$ cat config.mk
export PLATFORM = sky130hd
export DESIGN_NAME = lfps_queue
export DESIGN_NICKNAME = d
export VERILOG_FILES = /design/src/rtl/lfps_pkg.sv /design/src/rtl/lfps_queue.sv
export SDC_FILE = /design/constraint.sdc
export NUM_CORES = 1
export LEC_CHECK = 0
export BUFFER_PORTS_ARGS = -buffer_cell sky130_fd_sc_hd__buf_2
export CORE_UTILIZATION = 40
export DETAILED_ROUTE_END_ITERATION = 7
export PLACE_DENSITY_LB_ADDON = 0.1
export SETUP_SLACK_MARGIN = 0.5
export SLEW_MARGIN = 20
export SYNTH_ARGS = -nofsm -noshare
export SYNTH_HDL_FRONTEND = slang
export SYNTH_SLANG_ARGS = --single-unit
$ cat constraint.sdc
create_clock -name clk -period 2.9 [get_ports clk]
set_input_delay 0.58 -clock clk [delete_from_list [all_inputs] [get_ports clk]]
set_output_delay 0.58 -clock clk [all_outputs]
set_load 0.02 [all_outputs]
$ cat src/rtl/lfps_pkg.sv
`timescale 1ns / 1ps
// ----------------------------------------------------------------------------
// lfps_pkg: shared types and constants of the line-follow PID steering block
// Register indexes, reset values, gain bundle, output limits and queue sizing.
// ----------------------------------------------------------------------------
package lfps_pkg;

	localparam int CFG_INDEX_W = 3;
	localparam int CFG_DATA_W  = 32;
	localparam int GAIN_W      = 32;
	localparam int ISUM_W      = 32;
	localparam int COUNT_W     = 16;
	localparam int TURN_W      = 8;

	typedef enum logic [CFG_INDEX_W-1:0] {
		REG_LIGHT_THRESHOLD = 3'd0,
		REG_CLEAR_LIMIT     = 3'd1,
		REG_GAIN_P          = 3'd2,
		REG_GAIN_I          = 3'd3,
		REG_GAIN_D          = 3'd4
	} lfps_reg_t;

	localparam int                 THRESHOLD_RESET   = 600;
	localparam logic [COUNT_W-1:0] CLEAR_LIMIT_RESET = 16'd250;
	localparam logic [GAIN_W-1:0]  GAIN_P_RESET      = 32'd25165824;
	localparam logic [GAIN_W-1:0]  GAIN_I_RESET      = 32'd16777;
	localparam logic [GAIN_W-1:0]  GAIN_D_RESET      = 32'd1677721600;

	localparam logic signed [TURN_W-1:0] TURN_MAX = 8'sd100;
	localparam logic signed [TURN_W-1:0] TURN_MIN = -8'sd100;

	localparam int QUEUE_DEPTH = 4;
	localparam int QPTR_W      = $clog2(QUEUE_DEPTH);

	typedef struct packed {
		logic [GAIN_W-1:0] gain_p;
		logic [GAIN_W-1:0] gain_i;
		logic [GAIN_W-1:0] gain_d;
	} lfps_gains_t;

endpackage

$ cat src/rtl/lfps_queue.sv
`timescale 1ns / 1ps
// ----------------------------------------------------------------------------
// lfps_queue: short FIFO between front end and back end
// Decouples the integral loop from the multiply pipeline.
// ----------------------------------------------------------------------------
module lfps_queue #(
	parameter int WIDTH = 56
) (
	input  logic             clk,
	input  logic             arst_n,
	input  logic             push,
	input  logic [WIDTH-1:0] wr_data,
	output logic             full,
	output logic             rd_valid,
	input  logic             rd_ready,
	output logic [WIDTH-1:0] rd_data
);
	import lfps_pkg::*;

	logic [WIDTH-1:0]  mem_q [QUEUE_DEPTH];
	logic [QPTR_W-1:0] wr_ptr_q;
	logic [QPTR_W-1:0] rd_ptr_q;
	logic [QPTR_W:0]   count_q;
	logic              do_pop;

	assign full     = count_q == (QPTR_W+1)'(QUEUE_DEPTH);
	assign rd_valid = count_q != '0;
	assign rd_data  = mem_q[rd_ptr_q];
	assign do_pop   = rd_valid && rd_ready;

	always_ff @(posedge clk) begin
		if (push) begin
			mem_q[wr_ptr_q] <= wr_data;
		end
	end

	always_ff @(posedge clk or negedge arst_n) begin
		if (!arst_n) begin
			wr_ptr_q <= '0;
			rd_ptr_q <= '0;
			count_q  <= '0;
		end else begin
			if (push) begin
				wr_ptr_q <= wr_ptr_q + QPTR_W'(1);
			end
			if (do_pop) begin
				rd_ptr_q <= rd_ptr_q + QPTR_W'(1);
			end
			case ({push, do_pop})
				2'b10:   count_q <= count_q + (QPTR_W+1)'(1);
				2'b01:   count_q <= count_q - (QPTR_W+1)'(1);
				default: count_q <= count_q;
			endcase
		end
	end

endmodule

==> run summary <==
Setup violations remaining at the end of the flow were counted as 0. The class of the worst hold path is input pin to flip-flop. Tracing the worst setup path back leads to its startpoint at rd_ptr_q[0]$_DFFE_PN0P_. The capture point of the worst reg-to-reg path is count_q[2]$_DFFE_PN0P_. The maximum VDD drop came out at approximately 0.53 mV. The clock arrives with just over 0.007 ns of skew. The final net count came out at 548.

The clock tree from TritonCTS is yes. In this run the vertical extent of the chip is between 100 and 150 µm. For flop-to-flop paths, the worst setup slack is 1.12 ns. In this run the critical register-to-register path is launched from count_q[0]$_DFFE_PN0P_.

The routed via count came out at 3900. STA classifies the critical path startpoint as a flip-flop. The power density over cell area is approximately 1100 nW/µm². The summed instance area of the synthesized netlist is roughly 8500 µm². The clock root buffer is clkbuf_16. The first routing iteration left 158 violations.

The unique cell type count in the Yosys netlist came out at 21. The number of cells on the worst hold path came out at 1. In the layout the commonest cells are edfxtp_1 (224), buf_2 (70), mux4_2 (56), buf_6 (50), clkbuf_16 (29). The instance count of the mapped netlist is 330.

The largest single stage delay on the critical path is 0.52 ns. On the critical path, the stage with the largest delay is an instance of mux4_2. After synthesis the netlist holds a flip-flop and latch count of 231. The post-detailed-placement half-perimeter wirelength is 9022 µm. The number of global-route vias before repair came out at roughly 4200.

The Yosys step of the flow raised 0 warnings. The highest fanout seen on the critical path came out at 6. The number of cells traversed by the worst register-to-register path came out at 7.

The leakage dissipation is around 0.0037 µW. Leaving out fill and tap cells, the most frequent cell in the layout is edfxtp_1. The effective utilization at floorplan is 0.4063. The number of remaining DRC errors came out at 0. Derived from the worst setup path, the maximum achievable clock frequency is 395.1 MHz. The run finished with clean final reports. The ratio of cells with drive above 1 in the final layout is 0.4660. The capturing element type of the critical path is a primary output. The floorplan die area is ~22000 µm². Entering global routing, the biggest net connects 40 pins. The congestion estimate from routability-driven global placement came to 0.7023. The first global-routing pass estimated between 20000 and 25000 µm of wire. The register area share after synthesis came out at 0.8106. The critical path is of the flip-flop to primary output type.

At the worst endpoint, the arrival time is 1.95 ns. The number of nets still failing antenna checks after routing is 0. The max-cap violation count is 0. The headroom to the max-slew limit is 0.6688. The final number of max-transition violations is 0. The count of buffers added on input and output ports is 117. The total global routing overflow came out at 0.

In this run the number of H-tree levels came out at 1. The post-synth net total is 396. STA puts the critical path data required time at between 2 and 2.5 ns. The number of hold violations in the final report came out at 0. Setup repair after global routing could not meet its margin everywhere. In this run the worst setup path terminates at rd_data[40]. The final critical path time including I/O delays and setup came out at 2.531 ns. Summed over all failing endpoints, the final setup total negative slack is 0 ns. The floorplan die width is 147.9 µm. For this design, the sink count on the clock tree is approximately 230. The number of antenna violations at the first check in global routing was 1.

The floorplan has 53 rows. The first TritonRoute pass finished after 4 iterations. The via density per instance is a little over 5. The final wirelength is 16220 µm. The I/O pin count is approximately 120. The minimum hold slack came out at 0.2855 ns. At the later pin of the worst-skew pair, clock insertion delay measures ~0.5 ns. The floorplan step defined a core boundary enclosing 20960 µm². The transition at the pin with the smallest max-transition slack came out at 0.4968 ns.

The ratio of final minimum period to clock period is 0.8728. The clock passes through at most 3 buffers. The growth of design area from synthesis to finish came out at 26.48%. The clock-pin slew reported for the worst setup and hold paths after clock tree synthesis is 0.06 ns. The average cell area after synthesis is 25.80 µm².

Buffers inserted during clock tree synthesis total 24. The signal on the critical path passes through buf_12 -> clkbuf_16 -> mux4_2 -> buf_6. The average wire length per cell after detail routing is 20.91 µm. The aggregate global-route resource usage is 0.1459.
flip-flops by register name, summed over array words and instances, names as in the netlist:
| register | count |
|---|---|
| wr_ptr_q | 2 |
| mem_q | 224 |
| count_q | 3 |
| rd_ptr_q | 2 |
per-layer routing:
metal  wire (µm)  up-vias  share of wire  GRT usage
met5           0        -              0          0
met4         248        0          0.015    0.03918
met3        1143       23          0.070    0.04043
met2        7839      133           0.48     0.2389
met1        6992     2030           0.43     0.1926
li1            -     1714              -          -
timing repair:
| item | in CTS | in global routing |
|---|---|---|
| cloned | 0 | 6 |
| hold buffers | 1 | 0 |
| gates resized for setup | 6 | 98 |
| hold endpoints to repair | 7 | 0 |
| buffers inserted | 3 | 3 |
| endpoints found under the setup margin | 56 | 56 |
layout make-up:
cell class | instances | area (µm²)
Inverter | 6 | 22.52
Sequential cell | 231 | 6907
Antenna cell | 1 | 2.502
Fill cell | 1749 | 10190
Timing Repair Buffer | 139 | 1257
Clock buffer | 31 | 648.1
Multi-Input combinational cell | 80 | 1479
Clock inverter | 13 | 108.9
Tap cell | 275 | 344.1
worst min-delay path by stage:
stage           startpoint                endpoint  slack (ns)
6_report       wr_data[35]  mem_q[2][35]$_DFFE_PP_        0.29
5_1_grt        wr_data[35]  mem_q[0][35]$_DFFE_PP_        0.27
4_1_cts        wr_data[35]  mem_q[0][35]$_DFFE_PP_        0.26
3_5_place_dp        arst_n  count_q[1]$_DFFE_PN0P_        0.43
3_3_place_gp        arst_n  count_q[1]$_DFFE_PN0P_        0.42
2_1_floorplan       arst_n  count_q[0]$_DFFE_PN0P_        0.28
worst max-delay path, delay by kind of cell, from the launching register on:
family | cells | cell delay (ns)
buf+inv | 3 | 0.48
flops | 1 | 0.44
mux | 1 | 0.52
cells by family (layout without fill, tap and decap cells):
logic type / Yosys count / after routing / synth area share
AO/OA/AOI/OAI: 2 / 2 / 0.001616
flip-flops: 231 / 231 / 0.8106
adder cells (fa/ha/maj): 6 / 6 / 0.009699
AND/OR/NAND/NOR: 9 / 9 / 0.005731
multiplexers: 57 / 57 / 0.1493
buffers and inverters: 19 / 189 / 0.01690
XOR/XNOR: 6 / 6 / 0.006172
other: 0 / 1 / 0
metrics by stage:
stage          cell area (µm²)  instances  total power, µW    util  setup WS [ns]
2_1_floorplan             8514        330             7022       -         0.5336
3_3_place_gp              9480        718             8089  0.4524         0.6158
3_5_place_dp              9480        718             8125  0.4524         0.6044
4_1_cts                  10310        766            11150  0.4918         0.3160
5_1_grt                  10770        775            12400  0.5138         0.3052
6_report                 10770        776            11870  0.5139         0.3688
power breakdown:
part | switching, µW | internal, µW
clock | 1170 | 1750
sequential | 155 | 4370
combinational | 2230 | 2190
total | 3550 | 8310
synthesized netlist by cell type (all sizes together):
master | instances | area [µm²]
and3 | 1 | 6.260
nand2 | 2 | 7.510
fa | 1 | 20.02
or3 | 1 | 6.260
ha | 5 | 62.56
dfrtp | 7 | 175.2
xor2 | 4 | 35.03
mux2i | 1 | 10.01
inv | 6 | 22.52
nor2 | 1 | 3.750
o21ai | 1 | 5.000
edfxtp | 224 | 6726
clkbuf | 2 | 7.510
mux4 | 56 | 1261
and2 | 4 | 25.02
o31a | 1 | 8.760
buf | 11 | 113.9
xnor2 | 2 | 17.52
Note: power is estimated with default switching activity, not from simulation.
