## config.mk

```make
export PLATFORM = sky130hd
export DESIGN_NAME = lfps_front
export DESIGN_NICKNAME = d
export VERILOG_FILES = /design/src/rtl/lfps_pkg.sv /design/src/rtl/lfps_front.sv
export SDC_FILE = /design/constraint.sdc
export NUM_CORES = 1
export LEC_CHECK = 0
export ABC_AREA = 1
export BUFFER_PORTS_ARGS = -buffer_cell sky130_fd_sc_hd__buf_2
export CORE_MARGIN = 10
export CORE_UTILIZATION = 50
export CTS_CLUSTER_DIAMETER = 40
export CTS_CLUSTER_SIZE = 10
export DETAILED_ROUTE_END_ITERATION = 8
export PLACE_DENSITY = 0.7
export SYNTH_ARGS = -nofsm -noshare
export SYNTH_HDL_FRONTEND = slang
export SYNTH_SLANG_ARGS = --single-unit
export TNS_END_PERCENT = 20
```

## constraint.sdc

```tcl
create_clock -name clk -period 8.2 [get_ports clk]
set_clock_uncertainty 0.1 [all_clocks]
set_input_delay 0.82 -clock clk [delete_from_list [all_inputs] [get_ports clk]]
set_output_delay 0.82 -clock clk [all_outputs]
set_load 0.01 [all_outputs]
```

## src/rtl/lfps_pkg.sv

```systemverilog
`timescale 1ns / 1ps
// ----------------------------------------------------------------------------
// lfps_pkg: shared types and constants of the line-follow PID steering block
// Register indexes, reset values, gain bundle, output limits and queue sizing.
// ----------------------------------------------------------------------------
package lfps_pkg;

	localparam int CFG_INDEX_W = 3;
	localparam int CFG_DATA_W  = 32;
	localparam int GAIN_W      = 32;
	localparam int ISUM_W      = 32;
	localparam int COUNT_W     = 16;
	localparam int TURN_W      = 8;

	typedef enum logic [CFG_INDEX_W-1:0] {
		REG_LIGHT_THRESHOLD = 3'd0,
		REG_CLEAR_LIMIT     = 3'd1,
		REG_GAIN_P          = 3'd2,
		REG_GAIN_I          = 3'd3,
		REG_GAIN_D          = 3'd4
	} lfps_reg_t;

	localparam int                 THRESHOLD_RESET   = 600;
	localparam logic [COUNT_W-1:0] CLEAR_LIMIT_RESET = 16'd250;
	localparam logic [GAIN_W-1:0]  GAIN_P_RESET      = 32'd25165824;
	localparam logic [GAIN_W-1:0]  GAIN_I_RESET      = 32'd16777;
	localparam logic [GAIN_W-1:0]  GAIN_D_RESET      = 32'd1677721600;

	localparam logic signed [TURN_W-1:0] TURN_MAX = 8'sd100;
	localparam logic signed [TURN_W-1:0] TURN_MIN = -8'sd100;

	localparam int QUEUE_DEPTH = 4;
	localparam int QPTR_W      = $clog2(QUEUE_DEPTH);

	typedef struct packed {
		logic [GAIN_W-1:0] gain_p;
		logic [GAIN_W-1:0] gain_i;
		logic [GAIN_W-1:0] gain_d;
	} lfps_gains_t;

endpackage

```

## src/rtl/lfps_front.sv

```systemverilog
`timescale 1ns / 1ps
// ----------------------------------------------------------------------------
// lfps_front: error and integral front end
// Forms the error per sample, runs the tick counter and the saturating
// trapezoidal integral, and hands error, difference and sum to the queue.
// ----------------------------------------------------------------------------
module lfps_front #(
	parameter int SAMPLE_BITS = 10
) (
	input  logic                   clk,
	input  logic                   arst_n,
	input  logic                   accept,
	input  logic [SAMPLE_BITS-1:0] light_level,
	input  logic [SAMPLE_BITS-1:0] light_threshold,
	input  logic [15:0]            clear_limit,
	output logic signed [SAMPLE_BITS:0]   err,
	output logic signed [SAMPLE_BITS+1:0] diff,
	output logic signed [31:0]            isum
);
	import lfps_pkg::*;

	localparam int EW = SAMPLE_BITS + 1;
	localparam int DW = SAMPLE_BITS + 2;
	localparam int AW = ISUM_W + 2;

	logic signed [EW-1:0]     prev_error_q;
	logic signed [ISUM_W-1:0] integral_q;
	logic [COUNT_W-1:0]       tick_q;

	logic [COUNT_W:0]         tick_next;
	logic                     clear;
	logic signed [ISUM_W-1:0] base;
	logic signed [AW-1:0]     acc;

	always_comb begin
		err       = $signed({1'b0, light_level}) - $signed({1'b0, light_threshold});
		diff      = DW'(err) - DW'(prev_error_q);
		tick_next = {1'b0, tick_q} + (COUNT_W+1)'(1);
		clear     = tick_next > {1'b0, clear_limit};
		base      = clear ? '0 : integral_q;
		acc       = AW'(base) + AW'(err) + AW'(prev_error_q);
		// saturate to the signed 32-bit range
		if (!acc[AW-1] && (acc[AW-2:ISUM_W-1] != '0)) begin
			isum = {1'b0, {(ISUM_W-1){1'b1}}};
		end else if (acc[AW-1] && (acc[AW-2:ISUM_W-1] != '1)) begin
			isum = {1'b1, {(ISUM_W-1){1'b0}}};
		end else begin
			isum = acc[ISUM_W-1:0];
		end
	end

	always_ff @(posedge clk or negedge arst_n) begin
		if (!arst_n) begin
			prev_error_q <= '0;
			integral_q   <= '0;
			tick_q       <= '0;
		end else if (accept) begin
			prev_error_q <= err;
			integral_q   <= isum;
			tick_q       <= clear ? '0 : tick_next[COUNT_W-1:0];
		end
	end

endmodule

```

==> results.sh <==
export IMPL_holdCritPathClass="reg -> reg"
export IMPL_dp_hpwl_um=15200
export IMPL_dieArea_um2=20900
export IMPL_utilization_pct=56.8
export IMPL_critPathMostFrequentCell="nand2_1"
export IMPL_cts_hold_fix_buffers=0
export IMPL_io_buffers=93
export IMPL_viasPerCell=4.93
export IMPL_cts_tree="done"
export IMPL_row_count=45
export IMPL_ys_seq_area_share_pct=19.0
export IMPL_final_setup_worst_slack_ps=873
export IMPL_synth_nets=1319
export IMPL_hold_depth=2
export IMPL_overflow=0
export IMPL_ff2ff_path_depth=37
export IMPL_drc=0
export IMPL_synthesis_area_um2=7770
export IMPL_place_congestion=0.915
export IMPL_ys_warn_count=0
export IMPL_status="finished, final reports clean"
export IMPL_fin_crit_sh_pct=89.4
export IMPL_worstSetupPathType="reg -> out"
export IMPL_grt_pass1_vias=7042
export IMPL_clk_latency_ps=350
export IMPL_diodes=0
export IMPL_min_from="integral_q[19]$_DFFE_PN0P_"
export IMPL_reg2reg_from="tick_q[0]$_DFFE_PN0P_"
export IMPL_netlist_instances=1166
export IMPL_cp_slowest_cell="fa_1"
export IMPL_synth_seq_cells=59
export IMPL_areaGrowthSynthToFinish_pct=11.1
export IMPL_core_um2=15200
export IMPL_hold_end="integral_q[19]$_DFFE_PN0P_"
export IMPL_crit_path_start_kind="flop"
export IMPL_relSlewSlack_pct=44.5
export IMPL_start_util_pct=51.1
export IMPL_finalSetupViolCount=0
export IMPL_root_buffer="clkbuf_16"
export IMPL_ff2ff_setup_slack_ps=1940
export IMPL_drive_gt1_share_pct=15.5
export IMPL_crit_arrival_ps=6410
export IMPL_route_antenna_remaining_nets=0
export IMPL_hold_viol=0
export IMPL_yosysUniqueCellTypes=39
export IMPL_regToRegEndpoint="integral_q[3]$_DFFE_PN0P_"
export IMPL_clockBufferDepth=2
export IMPL_routed_wl_um=18900
export IMPL_routedWlPerCell_um=13.1
export IMPL_avgSynthCellArea_um2=6.66
export IMPL_track_usage_pct=19.2
export IMPL_antenna_found_initial=0
export IMPL_grt_first_pass_wirelength_um=32600
export IMPL_cts_buffers=9
export IMPL_required_ps=7280
export IMPL_rsz0062_at_grt="no"
export IMPL_cpLargestDelayFamily="simple AND/OR/NAND/NOR gates"
export IMPL_cts_setup_buffers=0
export IMPL_layout_nets=1403
export IMPL_timing_setup_tns_ps=0
export IMPL_cts_repair_resized=0
export IMPL_dieWidth_um=145
export IMPL_final_common_cell="nand2_1"
export IMPL_grt_max_degree=79
export IMPL_place_ws_ps=1200
export IMPL_die_h_um=145
export IMPL_crit_buf_inv=5
export IMPL_fin_crit_ps=7330
export IMPL_crit_path_end_kind="output port"
export IMPL_mostFrequentLayoutCells="389 x nand2_1, 202 x inv_1, 93 x buf_2, 79 x ha_1, 77 x nor2_1"
export IMPL_dr_pass1_iters=5
export IMPL_slowest_delay_ps=500
export IMPL_ioPinCount=94
export IMPL_path_max_fanout=34
export IMPL_fin_hold_ws_ps=377
export IMPL_cap_violations=0
export IMPL_slew_viol_final=0
export IMPL_max_freq_mhz=136
export IMPL_htree_levels=3
export IMPL_clk_pin_slew_ps=60
export IMPL_via_count=7116
export IMPL_worst_slew_pin_slew_ps=832
export IMPL_clock_sinks=59
export IMPL_drtIter0Drc=365
-- metrics by stage --
stage / instances / area [um^2]
6_report: 1443 / 8630
5_1_grt: 1443 / 8630
4_1_cts: 1443 / 8630
3_5_place_dp: 1427 / 8330
3_3_place_gp: 1427 / 8330
2_1_floorplan: 1166 / 7770
-- layer usage --
layer / vias to the layer above / global-route usage, % / wire length, um
met3: 27 / 4.11 / 835
met2: 145 / 32.2 / 8840
met5: - / 0 / 0
li1: 3730 / - / -
met4: 0 / 6.17 / 346
met1: 3214 / 24.0 / 8920
-- worst register-to-register path: cells and delay by family, from the launching register on --
| family | cells | cell delay, ps |
|---|---|---|
| flip-flops | 1 | 420 |
| AND/OR/NAND/NOR | 26 | 3190 |
| adder cells (fa/ha/maj) | 5 | 1570 |
| XOR/XNOR | 1 | 190 |
| buffers and inverters | 4 | 580 |
| AO/OA/AOI/OAI | 1 | 100 |
-- worst max path at each step --
stage / cells past startpoint / end / startpoint
after floorplan: 21 / isum[0] / light_threshold[3]
after global placement: 36 / isum[2] / tick_q[0]$_DFFE_PN0P_
after detailed placement: 36 / isum[1] / tick_q[0]$_DFFE_PN0P_
after CTS: 36 / isum[1] / tick_q[0]$_DFFE_PN0P_
after global routing: 36 / isum[0] / tick_q[0]$_DFFE_PN0P_
final: 36 / isum[2] / tick_q[0]$_DFFE_PN0P_
-- sequential cells by signal (all words and copies together), names as in the netlist --
signal	flops
integral_q	32
prev_error_q	11
tick_q	16
-- cell families (layout without fill, tap and decap cells) --
| kind of cell | Yosys count | after routing | synth area share, % |
|---|---|---|---|
| AND/OR/NAND/NOR | 605 | 605 | 33.7 |
| buffers and inverters | 231 | 320 | 12.4 |
| adder cells (fa/ha/maj) | 114 | 114 | 21.7 |
| AO/OA/AOI/OAI | 109 | 109 | 7.71 |
| flip-flops | 59 | 59 | 19.0 |
| XOR/XNOR | 48 | 48 | 5.41 |
-- Yosys cell counts, drive strengths merged --
| master | n | share of area (%) |
|---|---|---|
| nand2 | 432 | 22 |
| inv | 206 | 10 |
| nor2 | 100 | 5.7 |
| ha | 79 | 13 |
| dfrtp | 59 | 19 |
| a21oi | 58 | 3.7 |
| xor2 | 38 | 4.3 |
| nand3 | 36 | 2.4 |
| fa | 35 | 9.0 |
| o21ai | 29 | 1.9 |
| buf | 14 | 1.9 |
| nor3 | 14 | 1.2 |
| clkbuf | 10 | 0.48 |
| xnor2 | 10 | 1.1 |
| nand4 | 9 | 0.72 |
| o21bai | 8 | 0.77 |
| nor4 | 5 | 0.40 |
| nand3b | 4 | 0.39 |
| or2 | 4 | 0.32 |
| a31oi | 3 | 0.24 |
| o21a | 3 | 0.29 |
| a211oi | 2 | 0.19 |
| a21o | 2 | 0.19 |
| a21boi | 1 | 0.097 |
| clkinv | 1 | 0.048 |
| nand2b | 1 | 0.081 |
| o2111ai | 1 | 0.11 |
| o211ai | 1 | 0.097 |
| o311ai | 1 | 0.11 |
-- cell type report --
| class | count | area [um^2] |
|---|---|---|
| Clock buffer | 9 | 225 |
| Clock inverter | 7 | 77.6 |
| Fill cell | 1538 | 6570 |
| Inverter | 207 | 779 |
| Multi-Input combinational cell | 876 | 5340 |
| Sequential cell | 59 | 1480 |
| Tap cell | 188 | 235 |
| Timing Repair Buffer | 97 | 495 |
Power is not shown: default switching activity piles up to over one toggle a cycle in this logic, so the estimate is an artifact.
